[src/sv/bvx_pkg.sv]
package bvx_pkg;

  localparam int WORD_BITS     = 32;
  localparam int DEF_VEC_WORDS = 8;
  localparam int CFG_W         = 9;
  localparam int ACT_W         = 4;
  localparam int OFF_W         = 17;
  localparam int IN_TDATA_W    = 72;

  localparam logic [CFG_W-1:0] CFG_RESET = 9'd256;

  // action codes
  localparam logic [ACT_W-1:0] ACT_FILL   = 4'd0;
  localparam logic [ACT_W-1:0] ACT_WRA    = 4'd1;
  localparam logic [ACT_W-1:0] ACT_WRB    = 4'd2;
  localparam logic [ACT_W-1:0] ACT_NOT    = 4'd3;
  localparam logic [ACT_W-1:0] ACT_AND    = 4'd4;
  localparam logic [ACT_W-1:0] ACT_OR     = 4'd5;
  localparam logic [ACT_W-1:0] ACT_XOR    = 4'd6;
  localparam logic [ACT_W-1:0] ACT_GETBIT = 4'd7;
  localparam logic [ACT_W-1:0] ACT_RDWORD = 4'd8;
  localparam logic [ACT_W-1:0] ACT_EXTZ   = 4'd9;
  localparam logic [ACT_W-1:0] ACT_EXTW   = 4'd10;
  localparam logic [ACT_W-1:0] ACT_JOIN   = 4'd11;

  // controller to datapath
  typedef struct packed {
    logic load;
    logic div_step;
    logic ser_step;
    logic emit;
  } bvx_cmd_t;

  // datapath to controller
  typedef struct packed {
    logic [ACT_W-1:0] act;
    logic             err;
    logic             short_len;
    logic             div_done;
    logic             ser_done;
    logic             last;
  } bvx_stat_t;

endpackage

[src/sv/bvx_ctrl.sv]
module bvx_ctrl (
  input  logic               clk,
  input  logic               rst_n,
  input  logic               in_tvalid,
  output logic               in_tready,
  output logic               out_tvalid,
  input  logic               out_tready,
  input  bvx_pkg::bvx_stat_t stat,
  output bvx_pkg::bvx_cmd_t  cmd
);
  import bvx_pkg::*;

  typedef enum logic [2:0] {S_IDLE, S_DISP, S_DIV, S_SER, S_EMIT} state_t;

  state_t state_r, state_nxt;
  logic   out_valid_r, out_valid_nxt;

  assign in_tready  = (state_r == S_IDLE);
  assign out_tvalid = out_valid_r;

  // commands
  always_comb begin
    cmd          = '0;
    cmd.load     = in_tvalid && in_tready;
    cmd.div_step = (state_r == S_DIV);
    cmd.ser_step = (state_r == S_SER);
    cmd.emit     = (state_r == S_EMIT) && (!out_valid_r || out_tready);
  end

  // sequencing
  always_comb begin
    state_nxt = state_r;
    unique case (state_r)
      S_IDLE: if (cmd.load) state_nxt = S_DISP;
      S_DISP: begin
        if (stat.err) state_nxt = S_EMIT;
        else begin
          case (stat.act) inside
            ACT_GETBIT, ACT_RDWORD, ACT_EXTZ, ACT_JOIN: state_nxt = S_EMIT;
            ACT_EXTW: state_nxt = S_DIV;
            default:  state_nxt = S_IDLE;
          endcase
        end
      end
      S_DIV: if (stat.div_done) state_nxt = stat.short_len ? S_SER : S_EMIT;
      S_SER: if (stat.ser_done) state_nxt = S_EMIT;
      S_EMIT: begin
        if (cmd.emit) begin
          if (stat.last) state_nxt = S_IDLE;
          else if (stat.act == ACT_EXTW && stat.short_len) state_nxt = S_SER;
          else state_nxt = S_EMIT;
        end
      end
      default: state_nxt = S_IDLE;
    endcase
  end

  // output valid flag
  always_comb begin
    out_valid_nxt = out_valid_r;
    if (cmd.emit) out_valid_nxt = 1'b1;
    else if (out_tready) out_valid_nxt = 1'b0;
  end

  always_ff @(posedge clk) begin
    if (!rst_n) begin
      state_r     <= S_IDLE;
      out_valid_r <= 1'b0;
    end else begin
      state_r     <= state_nxt;
      out_valid_r <= out_valid_nxt;
    end
  end

endmodule

[config.mk]
export PLATFORM = sky130hd
export DESIGN_NAME = bvx_ctrl
export DESIGN_NICKNAME = d
export VERILOG_FILES = /design/src/sv/bvx_pkg.sv /design/src/sv/bvx_ctrl.sv
export SDC_FILE = /design/constraint.sdc
export NUM_CORES = 1
export LEC_CHECK = 0
export BUFFER_PORTS_ARGS = -buffer_cell sky130_fd_sc_hd__buf_2
export CELL_PAD_IN_SITES_DETAIL_PLACEMENT = 0
export CELL_PAD_IN_SITES_GLOBAL_PLACEMENT = 1
export CORE_AREA = 2 2 39 41
export DETAILED_ROUTE_END_ITERATION = 10
export DIE_AREA = 0 0 41 43
export PLACE_DENSITY = 0.79
export SETUP_SLACK_MARGIN = 0.4
export SYNTH_ARGS = -nofsm -noshare
export SYNTH_HDL_FRONTEND = slang
export SYNTH_SLANG_ARGS = --single-unit
export TNS_END_PERCENT = 50
[constraint.sdc]
create_clock -name clk -period 3.2 [get_ports clk]
set_input_delay 0.16 -clock clk [delete_from_list [all_inputs] [get_ports clk]]
set_output_delay 0.16 -clock clk [all_outputs]
set_load 0.005 [all_outputs]
==> results of run 1 <==
## flip-flops by register name (all words and copies together) (netlist names)
signal,flops
state_r,3
out_tvalid,1
## per-layer routing
layer | GRT usage | wire, um
met5 | 0 | 0
met4 | 0 | 0
met3 | 0.0681 | 72
met2 | 0.194 | 520
met1 | 0.164 | 433
## layout by cell type (no fill, tap or decap), types with 2 or more instances in the layout
cell      Yosys  final
nand2_1       3      3
nor3b_1       2      2
and2_1        2      2
nor2b_1       5      5
a211oi_2      2      2
buf_2         2     18
o41ai_1       2      2
nor2_1        5      5
dfxtp_1       4      4
a21oi_1       2      2
nor3_1        2      2
clkbuf_4      0      3
## power by group
group / switching [mW] / total, mW / internal, mW
registers: 0.00499 / 0.0570 / 0.0520
clock network: 0.0181 / 0.0599 / 0.0418
logic: 0.0160 / 0.0346 / 0.0186
total: 0.0391 / 0.151 / 0.112
## cells in the mapped netlist (all sizes together)
cell     instances  area [um2]
a21boi           1        7.51
nand2            3        11.3
o22ai            1        6.26
nor2             5        18.8
a21oi            2        10.0
o41ai            2        17.5
mux2i            1        10.0
o21a             1        7.51
and3b            1        8.76
dfxtp            4        80.1
and2             2        12.5
nor3             2        10.0
nand4bb          1        11.3
o311a            1        10.0
or3b             2        17.5
or4b             1        13.8
o21ai            1        5.00
a211oi           2        25.0
and4b            1        10.0
inv              1        3.75
o221a            1        11.3
buf              3        17.5
nand4b           1        8.76
a32oi            1        8.76
clkbuf           1        3.75
or2b             1        7.51
nand3            1        5.00
nor2b            5        31.3
nor3b            2        15.0
## metrics by stage
step                cells  power (mW)  instance area (um2)  setup WS (ns)
floorplan              51      0.0769                  405           1.91
global placement       81      0.0919                  494           1.65
detailed placement     81      0.0924                  494           1.66
CTS                    84       0.155                  517           1.57
global route           84       0.165                  517           1.48
finish                 84       0.151                  517           1.56
## final cells by class
type	count	area share
Sequential cell	4	0.155
Clock buffer	3	0.0436
Multi-Input combinational cell	42	0.581
Inverter	1	0.00726
Timing Repair Buffer	18	0.174
Tap cell	16	0.0387
## cells by family (layout without fill, tap and decap cells)
| family | count (synthesis) | after routing |
|---|---|---|
| compound gates | 13 | 13 |
| simple gates | 28 | 28 |
| buf+inv | 5 | 22 |
| flops | 4 | 4 |
| mux | 1 | 1 |
## final timing paths
path | to | cells past startpoint | slack, ns
setup / recovery | cmd[0] | 3 | 1.56
hold / removal | out_tvalid$_SDFFE_PN0P_ | 2 | 0.21
setup reg to reg | state_r[2]$_SDFFE_PN0P_ | 3 | 1.63
hold reg to reg | out_tvalid$_SDFFE_PN0P_ | 3 | 0.68
## worst max-delay path: stages, from the launching register on
cell and delay, ns:
dfxtp_1 0.54, or3b_1 0.44, nor2_1 0.14, buf_2 0.13
==> out/results.ini, run 1 <==
[run_status]
status=finished, final reports clean

[global_route]
grt_use_total=0.127
grt_pass1_wl_mm=1.58
grt_max_degree=16
grt_overflow_total=0
grt_pass1_vias=403
antenna_found_initial=0

[sta]
worst_slew_pin_slew_ns=0.426
setup_viol=0
skew_ns=0.00173
slew_violations=0
max_freq_ghz=0.609
fin_crit_sh=0.513
slew_headroom=0.716
finalHoldViolations=0
finalCriticalPeriod_ns=1.64
timing.hold.ws_ns=0.208
grt_setup_unrepaired=no
finalSetupTns_ns=0

[power]
leakage_nw=0.218
power_density_nw_per_um2=293
peakVddDrop_uv=207

[cells_and_area]
synthToLayoutAreaGrowth_pct=27.5
fin_nets=83
fillers=157
fin_util=0.373
multi_input_area_um2=300
drive_gt1_frac=0.382
final-seq-area_um2=80.1
num_antenna_cells=0

[setup_path]
worstPathRequired_ns=3.04
end_kind=primary output
start_kind=flip-flop
path_max_fanout=13
r2r_start=state_r[2]$_SDFFE_PN0P_
critical_path_class=reg2out
crit_start=state_r[2]$_SDFFE_PN0P_
crit_arrival_ns=1.48

[cts]
cts_post_setup_buffers_inserted=0
clk_latency_ns=0.23
clk_pin_slew_ns=0.04
ctsHtreeMaxLevel=1
post_cts_resized=0
cts_tree=done
cts_sinks=4
clock-root-buffer=clkbuf_4
cts_buffers=3
ctsHoldBuffers=0
max-clock-path-buffers=2

[detailed_routing]
vias=448
wl_per_cell_um=12.2
vias_per_cell=5.33
drt_iter0_drc=19
antenna_left=0
wirelength_mm=1.03
drt-pass1-iter-count=4
drc=0

[synthesis]
syn_area_per_cell_um2=7.95
syn-num-nets=64
yosys.area_share.xor_xnor=0
synth_top_family_by_area=simple AND/OR/NAND/NOR gates
ys_warn_count=0
synth_compound_area_frac=0.269
synth.area.mux_share=0.0247
synth_area_um2=405
yosysSeqAreaShare=0.198
ys_types=31
synthSimpleGateAreaFrac=0.448
ys_seq_elements=4
synth_adder_area_share=0
syn_inst=51

[die]
fp.dieH_um=43
pin_count=19
fp-row-count=14
die_area_um2=1760
initial_core_util=0.293
die_w_um=41
fp.coreArea_um2=1380

[hold_path]
hp-class=in2reg
worstHoldStart=rst_n

[run]
maxCapViolCount=0

[placement]
gp_congestion=0.757
dpl.hpwl_um=803
numPortBuffers=18

Power figures use the tool's default switching activity.
==> run 2: changes to the inputs <==
--- a/config.mk
+++ b/config.mk
@@ -5,13 +5,14 @@
 export SDC_FILE = /design/constraint.sdc
 export NUM_CORES = 1
 export LEC_CHECK = 0
+export ABC_AREA = 1
 export BUFFER_PORTS_ARGS = -buffer_cell sky130_fd_sc_hd__buf_2
 export CELL_PAD_IN_SITES_DETAIL_PLACEMENT = 0
 export CELL_PAD_IN_SITES_GLOBAL_PLACEMENT = 1
-export CORE_AREA = 2 2 39 41
+export CORE_MARGIN = 2
+export CORE_UTILIZATION = 25
 export DETAILED_ROUTE_END_ITERATION = 10
-export DIE_AREA = 0 0 41 43
-export PLACE_DENSITY = 0.79
+export PLACE_DENSITY = 0.75
 export SETUP_SLACK_MARGIN = 0.4
 export SYNTH_ARGS = -nofsm -noshare
 export SYNTH_HDL_FRONTEND = slang
==> constraint.sdc (replaced) <==
create_clock -name clk -period 1.6 [get_ports clk]
set_input_delay 0.08 -clock clk [delete_from_list [all_inputs] [get_ports clk]]
set_output_delay 0.08 -clock clk [all_outputs]
set_load 0.005 [all_outputs]
==> run 2 against run 1 <==
- total power grew 110%
- largest cell class unchanged
- non-clock buffer count did not move
- worst hold slack lost 0.089 ns
- die area fell by 0.42%
- final cell count grew 19%
- clock power grew 100%
- first-iteration DRC count rose by 5.3%
- critical path depth rose by 3
- synthesized cell count up 27%
- largest power group unchanged
- design area shrank 5.3%
==> out/results.ini, run 2 <==
[sta]
slew_headroom=0.835  ; was 0.716
finalCriticalPeriod_ns=1.14
finalSetupTns_ns=0  ; unchanged
max_freq_ghz=0.874
setup_viol=0  ; unchanged
skew_ns=0.00214  ; was 0.00173 ns
timing.hold.ws_ns=0.120  ; was 0.208 ns
finalHoldViolations=0  ; unchanged
fin_crit_sh=0.715
grt_setup_unrepaired=yes  ; was no
slew_violations=0  ; unchanged
worst_slew_pin_slew_ns=0.246  ; was 0.426 ns

[power]
power_switching_uw=91.4  ; was 39.1 uW
leakage_nw=0.301  ; was 0.218 nW
combPwrFrac=0.261  ; was 0.228
internal_power_uw=227  ; was 112 uW
power_frac_clock=0.379  ; was 0.395
power_density_nw_per_um2=651  ; was 293 nW/um2
peakVddDrop_uv=284  ; was 207 uV
swShare=0.287  ; was 0.258
seq_power_share=0.361  ; was 0.376

[setup_path]
crit_top_cell=inv_2
path_max_fanout=4  ; was 13
ff2ff_path_depth=8  ; was 3
critical_path_class=reg2out  ; unchanged
path_cells=inv_2 -> nand2_2 -> nor2_2 -> inv_2 -> nor2_1 -> buf_2  ; was or3b_1 -> nor2_1 -> buf_2
worst-path-buf-inv=3  ; was 1
end_kind=primary output  ; unchanged
crit_family=flip-flops  ; was simple AND/OR/NAND/NOR gates
worstPathRequired_ns=1.52  ; was 3.04 ns
start_kind=flip-flop  ; unchanged
cp_slowest_cell=dfxtp_2  ; was dfxtp_1
crit_arrival_ns=1.06  ; was 1.48 ns
crit_cells=6  ; was 3
cpPeakStageDelay_ns=0.33  ; was 0.54 ns

[cells_and_area]
layout_common_cells=18 x buf_2, 17 x nand2_1, 11 x inv_1  ; was 18 x buf_2, 5 x nor2b_1, 5 x nor2_1
final_common_cell=buf_2  ; unchanged
fin_util=0.371  ; was 0.373
stdcell_area_um2=489  ; was 517 um2
drive_gt1_frac=0.412  ; was 0.382
fillers=154  ; was 157
fin_nets=100  ; was 83
final-seq-area_um2=83.8  ; was 80.1 um2
fin_cells=100  ; was 84
largest_register_ff_count=3  ; unchanged
num_antenna_cells=0  ; unchanged
synthToLayoutAreaGrowth_pct=36.2  ; was 27.5%
top_register=state_r  ; unchanged
multi_input_area_um2=218  ; was 300 um2

[detailed_routing]
vias=429  ; was 448
wl_per_cell_um=7.99  ; was 12.2 um
wirelength_um=799  ; was 1.03 mm
drc=0  ; unchanged
antenna_left=0  ; unchanged
drt_iter0_drc=20  ; was 19
vias_per_cell=4.29  ; was 5.33
drt-pass1-iter-count=4  ; unchanged

[global_route]
grt_pass1_wl_mm=1.32  ; was 1.58 mm
antenna_found_initial=0  ; unchanged
grt_use_total=0.102  ; was 0.127
grt_max_degree=7  ; was 16
grt_pass1_vias=368  ; was 403
grt_overflow_total=0  ; unchanged

[synthesis]
synth_area_um2=359  ; was 405 um2
ys.flop_type=dfxtp_1  ; unchanged
syn-num-nets=78  ; was 64
synth_edf_count=0  ; unchanged
ys_top_cells_by_area=dfxtp_1 22%, nand2_1 18%, inv_1 11%, nor2_1 10%, nand3_1 7.0%  ; was dfxtp_1 20%, nor2b_1 7.7%, a211oi_2 6.2%, nor2_1 4.6%, o41ai_1 4.3%
synth.most_common_cell=nand2_1
yosys.area.top_type_share=0.223  ; was 0.198
ys_seq_elements=4  ; unchanged
syn_inst=65  ; was 51
yosysSeqAreaShare=0.223  ; was 0.198
ys_warn_count=0  ; unchanged
syn_area_per_cell_um2=5.52  ; was 7.95 um2
synth-async-reset-ratio=0  ; unchanged
synth_common_cells=17 x nand2_1, 11 x inv_1, 10 x nor2_1  ; was 5 x nor2_1, 5 x nor2b_1, 4 x dfxtp_1
synth_top_area_cell=dfxtp_1  ; unchanged
ys_types=17  ; was 31

[cts]
clk_pin_slew_ns=0.04  ; about the same
cts_tree=done  ; unchanged
cts_sinks=4  ; unchanged
cts_buffers=3  ; unchanged
post_cts_resized=1  ; was 0
clk_latency_ns=0.23  ; about the same
ctsHoldBuffers=0  ; unchanged
ctsHtreeMaxLevel=1  ; unchanged
max-clock-path-buffers=2  ; unchanged
clock-root-buffer=clkbuf_4  ; unchanged
cts_post_setup_buffers_inserted=0  ; unchanged

[die]
die_w_um=41.9  ; was 41 um
pin_count=19  ; unchanged
fp.coreArea_um2=1320  ; was 1380 um2
initial_core_util=0.273  ; was 0.293
fp.dieH_um=41.9  ; was 43 um
die_area_um2=1760  ; about the same
fp-row-count=13  ; was 14

[hold_path]
hold_path_depth=3  ; was 2
hp-class=in2reg  ; unchanged

[placement]
gp_congestion=0.744  ; was 0.757
dpl.hpwl_um=699  ; was 803 um
placed_area_um2=460  ; was 494 um2
dp_cells=97  ; was 81
numPortBuffers=18  ; unchanged

[run]
maxCapViolCount=0  ; unchanged

[run_status]
status=finished, final reports clean  ; unchanged

==> run 2: cell count changes after synthesis, moves of 3 or more <==
cell     previous run  this run
inv_1               0        11
nand2_1             3        17
nor2b_1             5         0
nor2_1              5        10
inv_2               1         4
nand3_1             1         5
==> run 2: logic make-up (layout without fill, tap and decap cells) <==
family          count (synthesis)  in the layout  synth area share
compound gates                  5              5            0.0801
buf+inv                        16             36             0.178
flops                           4              4             0.223
simple gates                   40             40             0.519
==> run 2: power groups by stage <==
stage / Sequential [mW] / Clock [mW] / Combinational (mW)
after floorplan: 0.114 / 0 / 0.0503
after global placement: 0.115 / 0 / 0.0833
after detailed placement: 0.115 / 0 / 0.0822
after CTS: 0.114 / 0.125 / 0.0837
after global routing: 0.116 / 0.129 / 0.0948
final: 0.115 / 0.121 / 0.0831
==> run 2: per-stage QoR <==
step	setup WS, ns	power [mW]
2_1_floorplan	0.542	0.164
3_3_place_gp	0.417	0.198
3_5_place_dp	0.457	0.197
4_1_cts	0.431	0.322
5_1_grt	0.375	0.339
6_report	0.456	0.319
==> run 2: final cells by class <==
cell class	count	area share
clock buffers	3	0.0460
flip-flops and latches	4	0.171
inverters	15	0.115
well taps	15	0.0384
repair buffers	18	0.184
multi-input cells	45	0.445
==> run 2: path summary, 6_finish.rpt <==
path / from / endpoint / slack, ns
hold reg to reg: out_tvalid$_SDFFE_PN0P_ / state_r[2]$_SDFFE_PN0P_ / 0.61
setup / recovery: state_r[1]$_SDFFE_PN0P_ / cmd[3] / 0.46
setup reg to reg: state_r[1]$_SDFFE_PN0P_ / state_r[0]$_SDFFE_PN0P_ / 0.49
hold / removal: rst_n / out_tvalid$_SDFFE_PN0P_ / 0.12
==> run 2: worst reg2reg max path, stage by stage (launching register included) <==
cell,delay (ns)
dfxtp_2,0.33
inv_2,0.08
nand2_2,0.07
nor2_1,0.16
nand2_1,0.10
nand2_1,0.09
nor2_2,0.05
nand2_1,0.07
a21oi_1,0.06
==> run 2: per-layer routing <==
layer  track usage  routed length, um  vias up
met5             0                  0        -
met4        0.0968                 10        0
met3        0.0217                 36        2
met2         0.166                403       10
met1         0.106                349      176
li1              -                  -      241
